File: config.mk
export PLATFORM = sky130hd
export DESIGN_NAME = pitch_track_note_segmenter_core
export DESIGN_NICKNAME = d
export VERILOG_FILES = /design/src/hw/rtl/ptns_pkg.sv /design/src/hw/rtl/pitch_track_note_segmenter_core.sv
export SDC_FILE = /design/constraint.sdc
export NUM_CORES = 1
export LEC_CHECK = 0
export ABC_CLOCK_PERIOD_IN_PS = 15000
export BUFFER_PORTS_ARGS = -buffer_cell sky130_fd_sc_hd__buf_2
export CAP_MARGIN = 10
export CORE_MARGIN = 10
export CORE_UTILIZATION = 40
export DETAILED_ROUTE_END_ITERATION = 7
export GPL_TIMING_DRIVEN = 0
export SLEW_MARGIN = 40
export SYNTH_ARGS = -nofsm -noshare
export SYNTH_HDL_FRONTEND = slang
export SYNTH_SLANG_ARGS = --single-unit
File: constraint.sdc
create_clock -name clk -period 15 [get_ports clk]
set_input_delay 3 -clock clk [delete_from_list [all_inputs] [get_ports clk]]
set_output_delay 3 -clock clk [all_outputs]
set_load 0.01 [all_outputs]
File: src/hw/rtl/ptns_pkg.sv
package ptns_pkg;

  // Field widths.
  localparam int RmsW    = 16;
  localparam int PitchW  = 24;
  localparam int NoteW   = 7;
  localparam int FrameW  = 32;
  localparam int SumW    = 48;
  localparam int VelW    = 7;
  localparam int ThrW    = 22;
  // Width of the shared compare/subtract unit: holds rms_sum * 1016.
  localparam int AluW    = 58;
  localparam int NoteMax = 127;
  localparam int TopIdx  = 128;

  localparam logic [63:0] TopScale = 64'd1802240;
  localparam logic [63:0] RatioOne = 64'd1000000000000;

  typedef logic [63:0] ratio_tab_t [0:11];

  localparam ratio_tab_t TopRatio = '{
    64'd971531941154,  64'd1029302236643, 64'd1090507732665, 64'd1155352696872,
    64'd1224053543305, 64'd1296839554651, 64'd1373953647458, 64'd1455653182842,
    64'd1542210825408, 64'd1633915453241, 64'd1731073122012, 64'd1834008086409
  };

  typedef logic [TopIdx:0][ThrW-1:0] thr_tab_t;

  // Lower boundary of note n in Q16.8, rounded up. The top octave is held
  // exactly and each lower octave halves it; a ceiling of a ceiling gives
  // the same result as one ceiling over the whole quotient.
  function automatic logic [63:0] note_threshold(input int n);
    int          s;
    int          m;
    logic [63:0] num;
    logic [63:0] q;
    s   = (128 - n) / 12;
    m   = n + 12 * s - 117;
    num = TopScale * TopRatio[m];
    q   = (num + RatioOne - 64'd1) / RatioOne;
    return (q + (64'd1 << s) - 64'd1) >> s;
  endfunction

  // Entry 0 is zero so that the search for the highest boundary below the
  // pitch can start from note zero.
  function automatic thr_tab_t build_thr();
    thr_tab_t t;
    t = '0;
    for (int i = 1; i <= TopIdx; i++) begin
      t[i] = ThrW'(note_threshold(i));
    end
    return t;
  endfunction

  localparam thr_tab_t NoteThr = build_thr();

  typedef enum logic [3:0] {
    ST_IDLE,
    ST_CHECK_TOP,
    ST_LOOKUP,
    ST_DECIDE,
    ST_MUL,
    ST_DIV_TOP,
    ST_DIV,
    ST_EMIT,
    ST_COMMIT
  } state_t;

endpackage

File: src/hw/rtl/pitch_track_note_segmenter_core.sv
// Note segmenter for a stream of pitch-tracked analysis frames.
// Input channel (in_*): one beat per frame. in_tdata carries the frame RMS
// and the pitch estimate; in_tuser is the operation, zero for a frame and
// one for an end-of-stream flush. Output channel (out_*): one beat per
// finished note with its number, start and end frame and velocity.
// Configuration: cfg_wr_en writes cfg_wr_data into the silence level.
// Each input beat is worked on alone: the block drops in_tready until it
// is done. A single compare/subtract unit first runs a binary search over
// the note-boundary table (one boundary test per cycle, eight in all),
// then, when a note ends, a restoring division of the scaled RMS sum by the
// scaled run length for the velocity, which stops after its first trial
// subtraction when the velocity clamps at the top. The block waits in its
// emit state while the output register is still full.
// The result sits in an output register, so a receiver that stalls holds
// back the block only when the next note is finished before the previous
// one has been taken. Synchronous reset (rst_n low) clears the tracker,
// empties the output register and sets the silence level to 655.
module pitch_track_note_segmenter_core (
  input  logic        clk,
  input  logic        rst_n,
  // Configuration write port.
  input  logic        cfg_wr_en,
  input  logic [15:0] cfg_wr_data,   // silence_level
  // Input stream.
  input  logic        in_tvalid,
  output logic        in_tready,
  input  logic [39:0] in_tdata,      // frame_rms[15:0], pitch_freq[39:16]
  input  logic [0:0]  in_tuser,      // op: 0 frame, 1 flush
  // Result stream.
  output logic        out_tvalid,
  input  logic        out_tready,
  output logic [79:0] out_tdata      // note_number[6:0], start_frame[38:7],
                                     // end_frame[70:39], velocity[77:71],
                                     // zero pad[79:78]
);

  localparam int RmsW   = ptns_pkg::RmsW;
  localparam int PitchW = ptns_pkg::PitchW;
  localparam int NoteW  = ptns_pkg::NoteW;
  localparam int FrameW = ptns_pkg::FrameW;
  localparam int SumW   = ptns_pkg::SumW;
  localparam int VelW   = ptns_pkg::VelW;
  localparam int AluW   = ptns_pkg::AluW;

  ptns_pkg::state_t state_r, state_nxt;

  // Configuration.
  logic [RmsW-1:0]   silence_r;

  // Latched input beat.
  logic              op_r;
  logic [RmsW-1:0]   rms_r;
  logic [PitchW-1:0] pitch_r;

  // Tracker state.
  logic [NoteW-1:0]  cur_note_r, cur_note_nxt;
  logic [FrameW-1:0] note_start_r, note_start_nxt;
  logic [SumW-1:0]   rms_sum_r, rms_sum_nxt;
  logic [FrameW-1:0] run_r, run_nxt;
  logic [FrameW-1:0] frame_idx_r, frame_idx_nxt;

  // Sequencer working registers.
  logic [2:0]        cnt_r, cnt_nxt;
  logic [NoteW-1:0]  note_r, note_nxt;     // search result, then detected note
  logic              over_r, over_nxt;     // pitch at or above the top boundary
  logic [AluW-1:0]   rem_r, rem_nxt;
  logic [SumW-1:0]   den_r, den_nxt;
  logic [VelW-1:0]   quo_r, quo_nxt;
  logic              sat_r, sat_nxt;       // quotient exceeds the velocity range

  // Output register.
  logic              out_valid_r, out_valid_nxt;
  logic [79:0]       out_data_r, out_data_nxt;

  // Shared compare/subtract unit.
  logic [AluW-1:0]   alu_a, alu_b;
  logic [AluW:0]     alu_diff;
  logic              alu_ge;
  logic [NoteW-1:0]  cand;
  logic [NoteW-1:0]  step_bit;
  logic              out_free;
  logic              accept;
  logic              need_emit;
  logic [NoteW-1:0]  heard;
  logic [SumW:0]     sum_add;
  logic [AluW-1:0]   sum_ext;
  logic [VelW-1:0]   vel;

  assign accept    = in_tvalid && in_tready;
  assign in_tready = (state_r == ptns_pkg::ST_IDLE);
  assign out_free  = !out_valid_r || out_tready;
  assign need_emit = (cur_note_r != '0) && (run_r != '0);
  assign step_bit  = NoteW'(1) << cnt_r;
  assign cand      = note_r | step_bit;
  assign sum_ext   = AluW'(rms_sum_r);
  assign sum_add   = {1'b0, rms_sum_r} + (SumW + 1)'(rms_r);

  // Silent frames and pitches past the top note are unvoiced.
  assign heard = (over_r || (rms_r < silence_r)) ? '0 : note_r;

  // Operand selection: boundary tests during the search, trial subtractions
  // of the shifted divisor during the division.
  always_comb begin
    alu_a = '0;
    alu_b = '0;
    unique case (state_r)
      ptns_pkg::ST_CHECK_TOP: begin
        alu_a = AluW'(pitch_r);
        alu_b = AluW'(ptns_pkg::NoteThr[ptns_pkg::TopIdx]);
      end
      ptns_pkg::ST_LOOKUP: begin
        alu_a = AluW'(pitch_r);
        alu_b = AluW'(ptns_pkg::NoteThr[{1'b0, cand}]);
      end
      ptns_pkg::ST_DIV_TOP: begin
        alu_a = rem_r;
        alu_b = AluW'(den_r) << VelW;
      end
      ptns_pkg::ST_DIV: begin
        alu_a = rem_r;
        alu_b = AluW'(den_r) << cnt_r;
      end
      default: begin
        alu_a = '0;
        alu_b = '0;
      end
    endcase
  end

  assign alu_diff = {1'b0, alu_a} - {1'b0, alu_b};
  assign alu_ge   = !alu_diff[AluW];

  // Velocity from the quotient, clamped to 1..127.
  assign vel = sat_r ? VelW'(ptns_pkg::NoteMax) : ((quo_r == '0) ? VelW'(1) : quo_r);

  // Next state.
  always_comb begin
    state_nxt = state_r;
    unique case (state_r)
      ptns_pkg::ST_IDLE: begin
        if (accept) begin
          state_nxt = in_tuser[0] ? ptns_pkg::ST_DECIDE : ptns_pkg::ST_CHECK_TOP;
        end
      end
      ptns_pkg::ST_CHECK_TOP: state_nxt = ptns_pkg::ST_LOOKUP;
      ptns_pkg::ST_LOOKUP: begin
        if (cnt_r == '0) begin
          state_nxt = ptns_pkg::ST_DECIDE;
        end
      end
      ptns_pkg::ST_DECIDE: begin
        if (op_r) begin
          state_nxt = need_emit ? ptns_pkg::ST_MUL : ptns_pkg::ST_COMMIT;
        end else if (heard != cur_note_r && need_emit) begin
          state_nxt = ptns_pkg::ST_MUL;
        end else begin
          state_nxt = ptns_pkg::ST_COMMIT;
        end
      end
      ptns_pkg::ST_MUL:     state_nxt = ptns_pkg::ST_DIV_TOP;
      ptns_pkg::ST_DIV_TOP: state_nxt = alu_ge ? ptns_pkg::ST_EMIT : ptns_pkg::ST_DIV;
      ptns_pkg::ST_DIV: begin
        if (cnt_r == '0) begin
          state_nxt = ptns_pkg::ST_EMIT;
        end
      end
      ptns_pkg::ST_EMIT: begin
        if (out_free) begin
          state_nxt = ptns_pkg::ST_COMMIT;
        end
      end
      ptns_pkg::ST_COMMIT:  state_nxt = ptns_pkg::ST_IDLE;
      default:              state_nxt = ptns_pkg::ST_IDLE;
    endcase
  end

  // Datapath and output control.
  always_comb begin
    cur_note_nxt   = cur_note_r;
    note_start_nxt = note_start_r;
    rms_sum_nxt    = rms_sum_r;
    run_nxt        = run_r;
    frame_idx_nxt  = frame_idx_r;
    cnt_nxt        = cnt_r;
    note_nxt       = note_r;
    over_nxt       = over_r;
    rem_nxt        = rem_r;
    den_nxt        = den_r;
    quo_nxt        = quo_r;
    sat_nxt        = sat_r;
    out_valid_nxt  = out_valid_r && !out_tready;
    out_data_nxt   = out_data_r;

    unique case (state_r)
      ptns_pkg::ST_IDLE: begin
        note_nxt = '0;
        cnt_nxt  = 3'(NoteW - 1);
      end
      ptns_pkg::ST_CHECK_TOP: begin
        over_nxt = alu_ge;
      end
      ptns_pkg::ST_LOOKUP: begin
        if (alu_ge) begin
          note_nxt = cand;
        end
        cnt_nxt = cnt_r - 3'd1;
      end
      ptns_pkg::ST_DECIDE: begin
        note_nxt = heard;
      end
      ptns_pkg::ST_MUL: begin
        // rms_sum * 1016 as (rms_sum << 10) - (rms_sum << 3).
        rem_nxt = (sum_ext << 10) - (sum_ext << 3);
        den_nxt = {run_r[SumW-17:0], 16'd0};
        quo_nxt = '0;
        cnt_nxt = 3'(VelW - 1);
      end
      ptns_pkg::ST_DIV_TOP: begin
        sat_nxt = alu_ge;
      end
      ptns_pkg::ST_DIV: begin
        if (alu_ge) begin
          rem_nxt = alu_diff[AluW-1:0];
          quo_nxt = quo_r | (VelW'(1) << cnt_r);
        end
        cnt_nxt = cnt_r - 3'd1;
      end
      ptns_pkg::ST_EMIT: begin
        if (out_free) begin
          out_valid_nxt = 1'b1;
          out_data_nxt  = {2'b00, vel, frame_idx_r, note_start_r, cur_note_r};
        end
      end
      ptns_pkg::ST_COMMIT: begin
        if (op_r) begin
          cur_note_nxt   = '0;
          note_start_nxt = '0;
          rms_sum_nxt    = '0;
          run_nxt        = '0;
          frame_idx_nxt  = '0;
        end else begin
          if (note_r == cur_note_r) begin
            rms_sum_nxt = sum_add[SumW] ? '1 : sum_add[SumW-1:0];
            if (run_r != '1) begin
              run_nxt = run_r + FrameW'(1);
            end
          end else begin
            cur_note_nxt   = note_r;
            note_start_nxt = frame_idx_r;
            rms_sum_nxt    = SumW'(rms_r);
            run_nxt        = FrameW'(1);
          end
          frame_idx_nxt = frame_idx_r + FrameW'(1);
        end
      end
      default: begin
        cnt_nxt = cnt_r;
      end
    endcase
  end

  always_ff @(posedge clk) begin
    if (!rst_n) begin
      state_r      <= ptns_pkg::ST_IDLE;
      silence_r    <= RmsW'(655);
      cur_note_r   <= '0;
      note_start_r <= '0;
      rms_sum_r    <= '0;
      run_r        <= '0;
      frame_idx_r  <= '0;
      out_valid_r  <= 1'b0;
    end else begin
      state_r      <= state_nxt;
      if (cfg_wr_en) begin
        silence_r <= cfg_wr_data;
      end
      cur_note_r   <= cur_note_nxt;
      note_start_r <= note_start_nxt;
      rms_sum_r    <= rms_sum_nxt;
      run_r        <= run_nxt;
      frame_idx_r  <= frame_idx_nxt;
      out_valid_r  <= out_valid_nxt;
    end
  end

  // Working registers, no reset needed.
  always_ff @(posedge clk) begin
    if (accept) begin
      op_r    <= in_tuser[0];
      rms_r   <= in_tdata[15:0];
      pitch_r <= in_tdata[39:16];
    end
    cnt_r      <= cnt_nxt;
    note_r     <= note_nxt;
    over_r     <= over_nxt;
    rem_r      <= rem_nxt;
    den_r      <= den_nxt;
    quo_r      <= quo_nxt;
    sat_r      <= sat_nxt;
    out_data_r <= out_data_nxt;
  end

  assign out_tvalid = out_valid_r;
  assign out_tdata  = out_data_r;

endmodule

==> results by group <==
Run status
  • Status: complete, no violations

Power and ir drop
  • Leakage power: 11.8 nW
  • P per Cell Area: between 150 and 200 mW/mm2
  • Power Total: 0.00494 W
  • Peak supply drop: 84.7 uV

Global routing
  • Initial antenna violation count: 0
  • Gr ovfl total: 0
  • Met3 Usage GRT: 3.88%
  • Vias in the first global route: roughly 24,000
  • First-pass GRT wire length: 144,000 um
  • Global routing's busiest layer: met2
  • Largest net degree at the start of global routing: 46
  • Met2 usage: between 30 and 40%
  • GR Util met1: 31.7%
  • Global Route Usage Sum: 23.4%

Timing
  • Worst hold slack: 0.428 ns
  • Setup violators final: 0
  • Final period utilization: around 65%
  • Fin. Hold Viols: 0
  • Final WS setup: 5.24 ns
  • Relative slew slack: 38.4%
  • Max Slew Vio Count: 0
  • Fmax: 0.102 GHz
  • Worst slew pin tran: 0.921 ns
  • TNS Setup: 0 ns
  • Min cycle time layout: 9.76 ns
  • Worst Skew: 0.0329 ns
  • RSZ-0062 raised after global routing: false

Logic synthesis
  • XOR/XNOR Fraction of Synth Area: ~5.4%
  • Syn. warnings: 0
  • Simple-Gate Fraction of Synth Area: between 10% and 20%
  • Synth area leader: edfxtp_1
  • Flops & latches, synth: 400
  • Yosys cell types: between 100 and 150
  • Cell count after synthesis: 2,989
  • Synth top area cells: edfxtp_1 26%, dfxtp_1 13%, ha_1 6.8%
  • Synthesized cell area: 0.0268 mm2
  • Syn Area/Cell: 8.95 um2
  • FFs w/ async S/R, synth: 0%
  • Seq/Total Area, Yosys: 38.5%
  • Top FF cell, synth: edfxtp_1
  • Post-synth EDFFs: 228
  • Yosys top cell area share: 25.6%
  • Synth Area in Compound Gates: 23.6%
  • Post-synthesis adder-cell area fraction: under 10%
  • Multiplexer share of the synthesized area: 4.31%
  • Main combinational cell family by area after synthesis: compound AO/OA/AOI/OAI gates

Flow run
  • Max-cap violation count: 0

Clocking
  • TritonCTS clock tree: done
  • Hold-fix buffers, CTS: 0
  • TritonCTS buffer count: 45
  • Clock root cell: clkbuf_16
  • Worst-Skew Late Latency: 0.61 ns
  • Post-CTS setup repair buffer count: 0
  • Reg clk slew, reported paths: 0.06 ns
  • H-tree levels: 2
  • Cells resized by post-CTS repair: 0
  • Buffer depth of the longest clock path: 3
  • Sink Count: 400

Floorplanning
  • Die X: 279 um
  • Row cnt: 94
  • Die footprint: 0.0776 mm2
  • Initial Utilization: 40.5%
  • Chip height: ~280 um
  • I/O pins: 144
  • Core box area: about 0.066 mm2

Setup path
  • Crit path max fanout: 12
  • Critical path arrival: 10.06 ns
  • CP required: approximately 15 ns
  • CP endpoint kind: flip-flop
  • Crit path max-delay family: compound AO/OA/AOI/OAI gates
  • Worst path max stage delay: 0.63 ns
  • Highest-delay cell along the critical path: a2111oi_2
  • Setup Crit Path Kind: reg -> reg
  • Startpoint Class: flip-flop
  • Critical path buffer and inverter count: 7

Min path
  • Worst min-delay path class: reg -> reg

Route
  • Vias post-DR: about 25,000
  • DRC Markers: 0
  • Post-route ant nets: 0
  • Post-Route WL: 94,500 um
  • Vias/cell: 6.00
  • Drt wl/cell: 23.1 um
  • DR pass1 iterations: 8
  • Initial drt markers: between 2,000 and 3,000

Placed design
  • Pre-CTS WS: 5.20 ns
  • Post-DP HPWL: 72,100 um
  • Cell Area, Placed: about 0.029 mm2
  • I/O Buffers: 140
  • Placer Congestion: 1.01

Cells and area
  • Number of filler instances in the final layout: 6,526
  • Multi-input gate area: 0.0154 mm2
  • Flip-flop and latch area: 0.0103 mm2
  • Fin area: 0.0304 mm2
  • ANT cells: 0
  • Share of cells above drive strength 1: 10.7%
  • Layout area overhead: 13.7%
  • Final nets: about 3,400
[cell families (layout without fill, tap and decap cells)]
kind of cell | after synthesis | in the layout
AOI/OAI and AO/OA | 964 | 964
and+or+nand+nor | 948 | 948
DFF | 400 | 400
buffers and inverters | 282 | 517
xor gates and xnor gates | 165 | 165
adders and majority gates | 148 | 148
muxes | 81 | 81
other | 1 | 2
[where the power goes]
part           leakage [nW]  internal, W  total (W)  switching [W]
sequential             3.41      0.00121    0.00124      0.0000297
combinational          7.59     0.000847    0.00248        0.00163
clock                 0.812     0.000740    0.00122       0.000479
[flip-flops by register name, indices dropped and copies added (netlist names), 4 cells and up]
| register | cells |
|---|---|
| cur_note_r | 7 |
| den_r | 32 |
| frame_idx_r | 32 |
| note_r | 7 |
| note_start_r | 32 |
| out_tdata | 78 |
| pitch_r | 24 |
| quo_r | 7 |
| rem_r | 58 |
| rms_r | 16 |
| rms_sum_r | 48 |
| run_r | 32 |
| silence_r | 16 |
| state_r | 4 |
[Yosys cell counts (all sizes together), types with 67 or more instances]
cell type,number
xor2,67
inv,113
edfxtp,228
ha,146
a22o,69
a21oi,283
o21ai,214
nand2,262
nand3,85
xnor2,98
nor2,265
clkbuf,128
dfxtp,172
[cells in the final DEF (no fill, tap or decap), drive strengths merged, types with 36 or more instances in the layout]
| master | instances |
|---|---|
| buf | 191 |
| mux2i | 51 |
| nand2 | 262 |
| inv | 115 |
| a21o | 65 |
| o21ai | 214 |
| nand4 | 50 |
| ha | 146 |
| and2 | 40 |
| clkbuf | 191 |
| a22o | 69 |
| dfxtp | 172 |
| xnor2 | 98 |
| edfxtp | 228 |
| o211ai | 36 |
| xor2 | 67 |
| nor2 | 265 |
| a211oi | 38 |
| nor3 | 63 |
| a21oi | 283 |
| nand3 | 85 |
[per-stage QoR]
step	utilization [%]	instances
2_1_floorplan	-	2990
3_3_place_gp	43.2	3994
3_5_place_dp	43.5	4007
4_1_cts	46.0	4089
5_1_grt	46.0	4089
6_report	46.0	4089
[metal layers]
metal	up-vias	share of wire, %
li1	11600	-
met1	11700	44
met2	991	45
met3	229	7.2
met4	0	3.4
met5	-	0
[worst paths after layout]
kind	start	end	slack, ns	depth (start not counted)
max	cnt_r[0]$_SDFFCE_PN0P_	note_r[1]$_DFFE_PP_	5.24	28
min	note_start_r[3]$_SDFFE_PN0P_	out_tdata[10]$_DFFE_PP_	0.43	0
max reg2reg	cnt_r[0]$_SDFFCE_PN0P_	note_r[1]$_DFFE_PP_	5.24	28
min reg2reg	note_start_r[3]$_SDFFE_PN0P_	out_tdata[10]$_DFFE_PP_	0.43	0
[area by class of cell]
type                       instances  share of cell area, %
tap                              864                   3.55
sequential                       400                   33.8
multi-input combinational       2308                   50.7
timing repair buffer             153                   2.79
inverter                         114                   1.41
clock inverter                    21                   1.16
buffer                           168                   2.22
clock buffer                      61                   4.30
Power figures use the tool's default switching activity.
